==> src/hdl/acmd_pkg.sv <==
// Shared types, widths and register codes for the alpha coverage mip downsampler.
`timescale 1ns / 1ps
package acmd_pkg;

	// Channel and arithmetic widths
	localparam int CHAN_W = 8;                  // one color or alpha code
	localparam int PIX_W = 4 * CHAN_W;          // packed RGBA8 pixel
	localparam int PROD_W = 2 * CHAN_W;         // color times alpha
	localparam int NUM_W = PROD_W + 2;          // sum of four products
	localparam int ASUM_W = CHAN_W + 2;         // sum of four alphas
	localparam int NPASS_W = 3;                 // 0..4 passing pixels
	localparam int MIX_W = 13;                  // boosted alpha before the divide by 16
	localparam int DEN_W = NUM_W;               // shifted divisor

	// Divider layout: quotient bits retired per stage, stage count
	localparam int DIV_STAGES = 4;
	localparam int BITS_PER_DIV_STAGE = CHAN_W / DIV_STAGES;
	localparam int PIPE_STAGES = 2 + DIV_STAGES;

	// Configuration port
	localparam int ADDR_W = 3;
	localparam int DATA_W = 32;
	localparam logic REG_ALPHA_THRESHOLD = 1'b0;
	localparam logic REG_BOOST_TARGET = 1'b1;
	localparam logic [CHAN_W-1:0] ALPHA_THRESHOLD_RST = 8'd128;
	localparam logic [CHAN_W-1:0] BOOST_TARGET_RST = 8'd153;

	// Input item: one 2x2 block
	typedef struct packed {
		logic [PIX_W-1:0] pixel_top_left;
		logic [PIX_W-1:0] pixel_top_right;
		logic [PIX_W-1:0] pixel_bottom_left;
		logic [PIX_W-1:0] pixel_bottom_right;
	} src_item_t;

	// Result item: one downsampled pixel
	typedef struct packed {
		logic [CHAN_W-1:0] out_red;
		logic [CHAN_W-1:0] out_green;
		logic [CHAN_W-1:0] out_blue;
		logic [CHAN_W-1:0] out_alpha;
	} res_item_t;

	// Work carried through the divider stages (channels 0 red, 1 green, 2 blue)
	typedef struct packed {
		logic [2:0][NUM_W-1:0] rem;
		logic [2:0][CHAN_W-1:0] quot;
		logic [DEN_W-1:0] den;
		logic [CHAN_W-1:0] alpha;
	} div_work_t;

endpackage

==> src/hdl/acmd_cfg.sv <==
// APB-style register file holding the alpha threshold and boost target.
`timescale 1ns / 1ps
module acmd_cfg (
	input  logic clk,
	input  logic arst_n,
	input  logic psel,
	input  logic penable,
	input  logic pwrite,
	input  logic [acmd_pkg::ADDR_W-1:0] paddr,
	input  logic [acmd_pkg::DATA_W-1:0] pwdata,
	output logic [acmd_pkg::DATA_W-1:0] prdata,
	output logic pready,
	output logic [acmd_pkg::CHAN_W-1:0] alpha_threshold,
	output logic [acmd_pkg::CHAN_W-1:0] boost_target
);
	import acmd_pkg::*;

	logic [CHAN_W-1:0] alpha_threshold_q;
	logic [CHAN_W-1:0] boost_target_q;
	logic wr_en;
	logic reg_idx;

	assign pready = 1'b1;
	assign wr_en = psel && penable && pwrite && pready;
	assign reg_idx = paddr[2];

	// Register writes, upper data bits dropped
	always_ff @(posedge clk or negedge arst_n) begin
		if (!arst_n) begin
			alpha_threshold_q <= ALPHA_THRESHOLD_RST;
			boost_target_q <= BOOST_TARGET_RST;
		end else if (wr_en) begin
			case (reg_idx)
				REG_ALPHA_THRESHOLD: alpha_threshold_q <= pwdata[CHAN_W-1:0];
				REG_BOOST_TARGET: boost_target_q <= pwdata[CHAN_W-1:0];
				default: ;
			endcase
		end
	end

	// Read mux
	always_comb begin
		case (reg_idx)
			REG_ALPHA_THRESHOLD: prdata = DATA_W'(alpha_threshold_q);
			REG_BOOST_TARGET: prdata = DATA_W'(boost_target_q);
			default: prdata = '0;
		endcase
	end

	assign alpha_threshold = alpha_threshold_q;
	assign boost_target = boost_target_q;

endmodule

==> src/hdl/acmd_front.sv <==
// Front stages: per-pixel products and alpha test, then sums and coverage alpha.
`timescale 1ns / 1ps
module acmd_front (
	input  logic clk,
	input  logic en_s1,
	input  logic en_s2,
	input  acmd_pkg::src_item_t src_item,
	input  logic [acmd_pkg::CHAN_W-1:0] alpha_threshold,
	input  logic [acmd_pkg::CHAN_W-1:0] boost_target,
	output acmd_pkg::div_work_t work
);
	import acmd_pkg::*;

	logic [3:0][PIX_W-1:0] px;
	logic [3:0][2:0][PROD_W-1:0] prod_s1;
	logic [ASUM_W-1:0] asum_s1;
	logic [NPASS_W-1:0] npass_s1;
	logic [ASUM_W-1:0] asum_c;
	logic [NPASS_W-1:0] npass_c;
	logic [2:0][NUM_W-1:0] csum_c;
	logic [MIX_W-1:0] plain_c;
	logic [MIX_W-1:0] boosted_c;
	logic [MIX_W-1:0] best_c;
	logic [MIX_W-5:0] scaled_c;
	logic [CHAN_W-1:0] alpha_c;
	div_work_t work_s2;

	assign px = {src_item.pixel_bottom_right, src_item.pixel_bottom_left,
		src_item.pixel_top_right, src_item.pixel_top_left};

	// Alpha sum and pass count over the four pixels
	always_comb begin
		asum_c = '0;
		npass_c = '0;
		for (int i = 0; i < 4; i++) begin
			asum_c = asum_c + ASUM_W'(px[i][31:24]);
			npass_c = npass_c + NPASS_W'(px[i][31:24] >= alpha_threshold);
		end
	end

	// Stage 1: color times alpha, one 8x8 product per channel and pixel
	always_ff @(posedge clk) begin
		if (en_s1) begin
			for (int i = 0; i < 4; i++) begin
				for (int c = 0; c < 3; c++) begin
					prod_s1[i][c] <= PROD_W'(px[i][c*CHAN_W +: CHAN_W])
						* PROD_W'(px[i][31:24]);
				end
			end
			asum_s1 <= asum_c;
			npass_s1 <= npass_c;
		end
	end

	// Weighted color sums
	always_comb begin
		for (int c = 0; c < 3; c++) begin
			csum_c[c] = NUM_W'(prod_s1[0][c]) + NUM_W'(prod_s1[1][c])
				+ NUM_W'(prod_s1[2][c]) + NUM_W'(prod_s1[3][c]);
		end
	end

	// Coverage alpha: raise toward boost in proportion to passing pixels
	always_comb begin
		plain_c = MIX_W'({asum_s1, 2'b00});
		boosted_c = MIX_W'({npass_s1, 2'b00}) * MIX_W'(boost_target)
			+ MIX_W'(NPASS_W'(3'd4) - npass_s1) * MIX_W'(asum_s1);
		best_c = (boosted_c > plain_c) ? boosted_c : plain_c;
		scaled_c = best_c[MIX_W-1:4];
		if (npass_s1 == '0) begin
			alpha_c = asum_s1[ASUM_W-1:2];
		end else if (scaled_c > (MIX_W-4)'(8'd255)) begin
			alpha_c = 8'd255;
		end else begin
			alpha_c = scaled_c[CHAN_W-1:0];
		end
	end

	// Stage 2: load the divider; a zero alpha sum gets an all-ones divisor
	// so every quotient bit comes out zero
	always_ff @(posedge clk) begin
		if (en_s2) begin
			work_s2.rem <= csum_c;
			work_s2.quot <= '0;
			work_s2.den <= (asum_s1 == '0) ? '1 : DEN_W'({asum_s1, 7'b0});
			work_s2.alpha <= alpha_c;
		end
	end

	assign work = work_s2;

endmodule

==> src/hdl/acmd_div_stage.sv <==
// One restoring-divide stage: retires two quotient bits on all three channels.
`timescale 1ns / 1ps
module acmd_div_stage (
	input  logic clk,
	input  logic en,
	input  acmd_pkg::div_work_t work_in,
	output acmd_pkg::div_work_t work_out
);
	import acmd_pkg::*;

	div_work_t nxt;
	div_work_t work_q;

	// Compare-subtract, then halve the divisor for the next bit
	always_comb begin
		nxt = work_in;
		for (int b = 0; b < BITS_PER_DIV_STAGE; b++) begin
			for (int c = 0; c < 3; c++) begin
				if (nxt.rem[c] >= nxt.den) begin
					nxt.rem[c] = nxt.rem[c] - nxt.den;
					nxt.quot[c] = {nxt.quot[c][CHAN_W-2:0], 1'b1};
				end else begin
					nxt.quot[c] = {nxt.quot[c][CHAN_W-2:0], 1'b0};
				end
			end
			nxt.den = nxt.den >> 1;
		end
	end

	always_ff @(posedge clk) begin
		if (en) begin
			work_q <= nxt;
		end
	end

	assign work_out = work_q;

endmodule

==> src/hdl/alpha_coverage_mip_downsample_top.sv <==
// Top level of the alpha coverage mip downsampler: control, register file, datapath.
`timescale 1ns / 1ps
// Takes one 2x2 RGBA8 block per item and returns one RGBA8 pixel: RGB is the
// alpha-weighted average (zero when all four alphas are zero) and alpha is the
// box average raised toward boost_target by the share of pixels at or above
// alpha_threshold. A new item is taken every cycle unless src_stall is high;
// each result passes two front stages (products, then sums and coverage alpha)
// and four divider stages that each produce two quotient bits. The pipeline
// moves on a per-stage ready chain, so empty stages fill while the result side
// stalls; src_stall rises only with all six stages full. Registers must be
// written through the APB port only while no items are in flight; not enforced.
module alpha_coverage_mip_downsample_top (
	input  logic clk,
	input  logic arst_n,
	input  logic psel,
	input  logic penable,
	input  logic pwrite,
	input  logic [acmd_pkg::ADDR_W-1:0] paddr,
	input  logic [acmd_pkg::DATA_W-1:0] pwdata,
	output logic [acmd_pkg::DATA_W-1:0] prdata,
	output logic pready,
	input  logic src_valid,
	output logic src_stall,
	input  acmd_pkg::src_item_t src_item,
	output logic res_valid,
	input  logic res_stall,
	output acmd_pkg::res_item_t res_item
);
	import acmd_pkg::*;

	logic [CHAN_W-1:0] alpha_threshold;
	logic [CHAN_W-1:0] boost_target;
	logic [PIPE_STAGES-1:0] vld_q;
	logic [PIPE_STAGES-1:0] rdy;
	div_work_t work [DIV_STAGES+1];

	acmd_cfg u_cfg (
		.clk(clk),
		.arst_n(arst_n),
		.psel(psel),
		.penable(penable),
		.pwrite(pwrite),
		.paddr(paddr),
		.pwdata(pwdata),
		.prdata(prdata),
		.pready(pready),
		.alpha_threshold(alpha_threshold),
		.boost_target(boost_target)
	);

	// Ready chain: a stage loads when empty or when the next one loads
	always_comb begin
		rdy[PIPE_STAGES-1] = !vld_q[PIPE_STAGES-1] || !res_stall;
		for (int k = PIPE_STAGES-2; k >= 0; k--) begin
			rdy[k] = !vld_q[k] || rdy[k+1];
		end
	end

	// Valid bits travel with the data
	always_ff @(posedge clk or negedge arst_n) begin
		if (!arst_n) begin
			vld_q <= '0;
		end else begin
			for (int k = 0; k < PIPE_STAGES; k++) begin
				if (rdy[k]) begin
					vld_q[k] <= (k == 0) ? src_valid : vld_q[(k == 0) ? 0 : k-1];
				end
			end
		end
	end

	assign src_stall = !rdy[0];
	assign res_valid = vld_q[PIPE_STAGES-1];

	acmd_front u_front (
		.clk(clk),
		.en_s1(rdy[0]),
		.en_s2(rdy[1]),
		.src_item(src_item),
		.alpha_threshold(alpha_threshold),
		.boost_target(boost_target),
		.work(work[0])
	);

	// Divider stages
	for (genvar g = 0; g < DIV_STAGES; g++) begin : g_div
		acmd_div_stage u_div (
			.clk(clk),
			.en(rdy[g+2]),
			.work_in(work[g]),
			.work_out(work[g+1])
		);
	end

	// Result from the last divider stage
	assign res_item.out_red = work[DIV_STAGES].quot[0];
	assign res_item.out_green = work[DIV_STAGES].quot[1];
	assign res_item.out_blue = work[DIV_STAGES].quot[2];
	assign res_item.out_alpha = work[DIV_STAGES].alpha;

	// An accepted item always lands in the first stage
	a_accept_lands: assert property (@(posedge clk) disable iff (!arst_n)
		src_valid && !src_stall |=> vld_q[0])
		else $error("accepted item missing from stage 1");

	// Input stalls only when every stage is full and the result is held
	a_stall_full: assert property (@(posedge clk) disable iff (!arst_n)
		src_stall |-> (vld_q == '1) && res_stall)
		else $error("input stalled with room in the pipeline");

	// An item in the next-to-last stage moves to the output when it loads
	a_item_moves: assert property (@(posedge clk) disable iff (!arst_n)
		vld_q[PIPE_STAGES-2] && rdy[PIPE_STAGES-1] |=> vld_q[PIPE_STAGES-1])
		else $error("item lost between last two stages");

endmodule

==> config.mk <==
export PLATFORM = sky130hd
export DESIGN_NAME = alpha_coverage_mip_downsample_top
export DESIGN_NICKNAME = d
export VERILOG_FILES = /design/src/hdl/acmd_pkg.sv /design/src/hdl/acmd_cfg.sv /design/src/hdl/acmd_front.sv /design/src/hdl/acmd_div_stage.sv /design/src/hdl/alpha_coverage_mip_downsample_top.sv
export SDC_FILE = /design/constraint.sdc
export NUM_CORES = 2
export LEC_CHECK = 0
export ABC_CLOCK_PERIOD_IN_PS = 7800
export BUFFER_PORTS_ARGS = -buffer_cell sky130_fd_sc_hd__buf_2
export CAP_MARGIN = 5
export CELL_PAD_IN_SITES_DETAIL_PLACEMENT = 0
export CELL_PAD_IN_SITES_GLOBAL_PLACEMENT = 2
export CORE_ASPECT_RATIO = 0.75
export CORE_MARGIN = 8
export CORE_UTILIZATION = 38
export DETAILED_ROUTE_END_ITERATION = 6
export GPL_ROUTABILITY_DRIVEN = 1
export PLACE_DENSITY_LB_ADDON = 0.1
export SYNTH_ARGS = -nofsm -noshare
export SYNTH_HDL_FRONTEND = slang
export SYNTH_SLANG_ARGS = --single-unit
==> constraint.sdc <==
create_clock -name clk -period 7.8 [get_ports clk]
set_clock_uncertainty 0.2 [all_clocks]
set_input_delay 0.78 -clock clk [delete_from_list [all_inputs] [get_ports clk]]
set_output_delay 0.78 -clock clk [all_outputs]
set_load 0.005 [all_outputs]
==> impl_metrics.yaml <==
synthesis:
  yosys_register_bits: 587
  synthTopCellsByCount: "1106 x inv_1, 978 x ha_1, 724 x nand2_1, 565 x edfxtp_1, 563 x fa_1"
  seq_area_frac_synth_pct: 24.6
  yosysTopAreaCellShare_pct: 23.8
  synth_area_leaders: "edfxtp_1 24%, ha_1 17%, fa_1 16%"
  synth_top_family_by_area: "adder cells"
  synthAdderAreaFrac_pct: 33.0
  synth-async-reset-ratio_pct: 3.75
  synth.distinct_cells: 98
  syn_avg_cell_area_sq_um: 9.41
  synth-edff-count: 565
  yosysTopAreaCell: "edfxtp_1"
  syn_inst: 7576
  synthMuxAreaShare_pct: 2.73
  synth_most_common_cell: "inv_1"
  synthXorXnorAreaFrac_pct: 6.14
  ys.flop_type: "edfxtp_1"
  yosysWarnings: 0
  yosys.area_share.simple_pct: 14.8
  synth-compound-area-share_pct: 11.9
  netlist_area_sq_mm: 0.0713
grt:
  antenna_found_initial: 16
  grt_max_degree: 106
  grtUsageTotal_pct: 20.4
  grt_pass1_vias: 53900
  grt_pass1_wl_microns: 322000
  overflow: 0
cts:
  cts_sinks: 587
  clk_latency_ns: 0.70
  clockBufferDepth: 3
  cts-buffers-inserted: 72
  clkTransAtPathRegs_ns: 0.06
  cts_root_buf: "clkbuf_16"
  cts_tree: "yes"
  h-tree-depth: 3
placement:
  dp_cells: 10200
  dp_slack_ns: 0.560
  port_buffers: 185
  dpl.hpwl_microns: 169000
  place.gp.congestion: 0.849
flow_run:
  maxCapViolCount: 0
sta:
  max_freq_mhz: 139
  setup_viol: 0
  slew_headroom_pct: 33.0
  fin_tns_setup_ns: 0
  finalMaxSlewViolations: 0
  tightest_slew_ns: 1.00
  period_share_pct: 92.0
  fin_crit_ns: 7.18
  rsz0062_at_grt: "false"
  setup_slack_ns: 0.625
  whs_ns: 0.0752
  final_hold_viol_count: 0
cells_and_area:
  syn_to_final_growth_pct: 9.13
  fin_nets: 9481
  finalNonFillerCells: 10300
  drive_above_1_share_pct: 6.95
  fillers: 18600
worst_setup_path:
  crit_path_max_incr_delay_ns: 0.52
  critPathLaunchType: "register"
  cp_max_fo: 18
  worstSetupPathType: "register to register"
  cp_common_cell: "a21oi_1"
  arrival_ns: 7.42
  critPathSlowestCell: "inv_1"
  worstPathRequired_ns: 8.05
  timing.critical_path.buf_inv: 4
  endpoint_kind: "register"
  path_cells: "inv_1 -> ha_1 -> a21o_1 -> a21oi_1 -> o21bai_1 -> a21boi_1 -> o311a_1 -> inv_2 -> o21ai_0 -> ha_1 -> inv_1 -> fa_1 -> a21o_1 -> a21oi_1 -> o21bai_1 -> a21oi_1 -> o21ai_0 -> nand2b_1 -> a31oi_1 -> or2_2 -> a211oi_1 -> and3_1 -> buf_4 -> mux2_1"
  crit_family: "compound AO/OA/AOI/OAI gates"
min_path:
  min_path_type: "input port to register"
routing:
  detail-route-antenna-nets: 0
  firstDrtPassIters: 5
  initialDrtViolationCount: 3116
  wl_per_cell_microns: 20.0
  via_per_inst: 5.10
  vias: 52700
  route.detailed.drc: 0
  detail_route.wirelength_microns: 207000
floorplan:
  die_h_microns: 391
  fp-row-count: 137
  die_x_microns: 516
  coreArea_sq_mm: 0.186
  die_area_sq_mm: 0.202
  initial_utilization_pct: 38.3
  io-pin-count: 237
run_status:
  status: "completed"
-- state kept, by name, indices dropped and copies added (netlist names) --
name	flops
g_div.u_div.work_out	287
u_cfg.alpha_threshold	8
u_front.npass_s1	3
u_front.prod_s1	192
u_cfg.boost_target	8
vld_q	6
u_front.work	73
u_front.asum_s1	10
-- cells by family (layout without fill, tap and decap cells) --
logic type | after synthesis | after routing
AO/OA/AOI/OAI | 1355 | 1355
XOR/XNOR | 500 | 500
other | 2 | 32
buffers and inverters | 1284 | 1514
AND/OR/NAND/NOR | 2130 | 2130
flip-flops | 587 | 587
multiplexers | 177 | 177
adder cells (fa/ha/maj) | 1541 | 1541
-- area by class of cell --
| type | instances | area (sq um) | area share [%] |
|---|---|---|---|
| antenna | 7 | 17.5 | 0.0225 |
| clock buffer | 81 | 1860 | 2.39 |
| clock inverter | 52 | 579 | 0.744 |
| inverter | 1119 | 4200 | 5.40 |
| multi-input combinational | 5728 | 49000 | 63.0 |
| sequential | 587 | 17500 | 22.5 |
| tap | 2502 | 3130 | 4.02 |
| timing repair buffer | 262 | 1520 | 1.95 |
-- metal layers --
| metal | GRT usage (%) | part of all wire [%] |
|---|---|---|
| met1 | 30.2 | 51 |
| met2 | 33.0 | 45 |
| met3 | 2.17 | 3.4 |
| met4 | 2.96 | 1.4 |
| met5 | 0 | 0.0063 |
-- worst paths after layout --
| path | start | endpoint | slack (ns) | cells past startpoint |
|---|---|---|---|---|
| min in group asynchronous | arst_n | vld_q[5]$_DFFE_PN0P_ | 0.38 | 2 |
| worst max register to register | g_div[1].u_div.work_out[10]$_DFFE_PP_ | g_div[2].u_div.work_out[95]$_DFFE_PP_ | 0.62 | 24 |
| worst min register to register | g_div[1].u_div.work_out[28]$_DFFE_PP_ | g_div[2].u_div.work_out[30]$_DFFE_PP_ | 0.22 | 0 |
| worst max-delay path | g_div[1].u_div.work_out[10]$_DFFE_PP_ | g_div[2].u_div.work_out[95]$_DFFE_PP_ | 0.62 | 24 |
| worst min-delay path | src_valid | vld_q[0]$_DFFE_PN0N_ | 0.08 | 2 |
| max in group asynchronous | arst_n | u_cfg.alpha_threshold[7]$_DFFE_PN1P_ | 6.62 | 2 |
-- through the flow --
step | util, % | instance area, sq um
after global placement | 40.5 | 75400
final | 41.8 | 77800
after detailed placement | 40.5 | 75400
after CTS | 41.8 | 77800
after global routing | 41.8 | 77800
after floorplan | - | 71400
-- cells in the final DEF, fill, tap and decap left out, drive strengths merged, types with 81 or more instances in the layout --
| master | count |
|---|---|
| clkbuf | 81 |
| mux2 | 139 |
| nand2b | 104 |
| edfxtp | 565 |
| a21oi | 428 |
| nor3 | 86 |
| inv | 1118 |
| fa | 563 |
| nand2 | 724 |
| buf | 261 |
| nor2 | 368 |
| o21ai | 335 |
| ha | 978 |
| xor2 | 158 |
| and2 | 471 |
| xnor2 | 342 |
| a21o | 165 |
-- what timing repair did --
action,CTS,global route
hold buffers,1,0
endpoints found under the setup margin,0,2
endpoints found under the hold margin,17,0
setup buffers,0,0
gates resized for setup,0,1
Power is left out: the tool's default activity adds up to more than one toggle a clock period on the data nets, which glitch-free logic cannot reach.
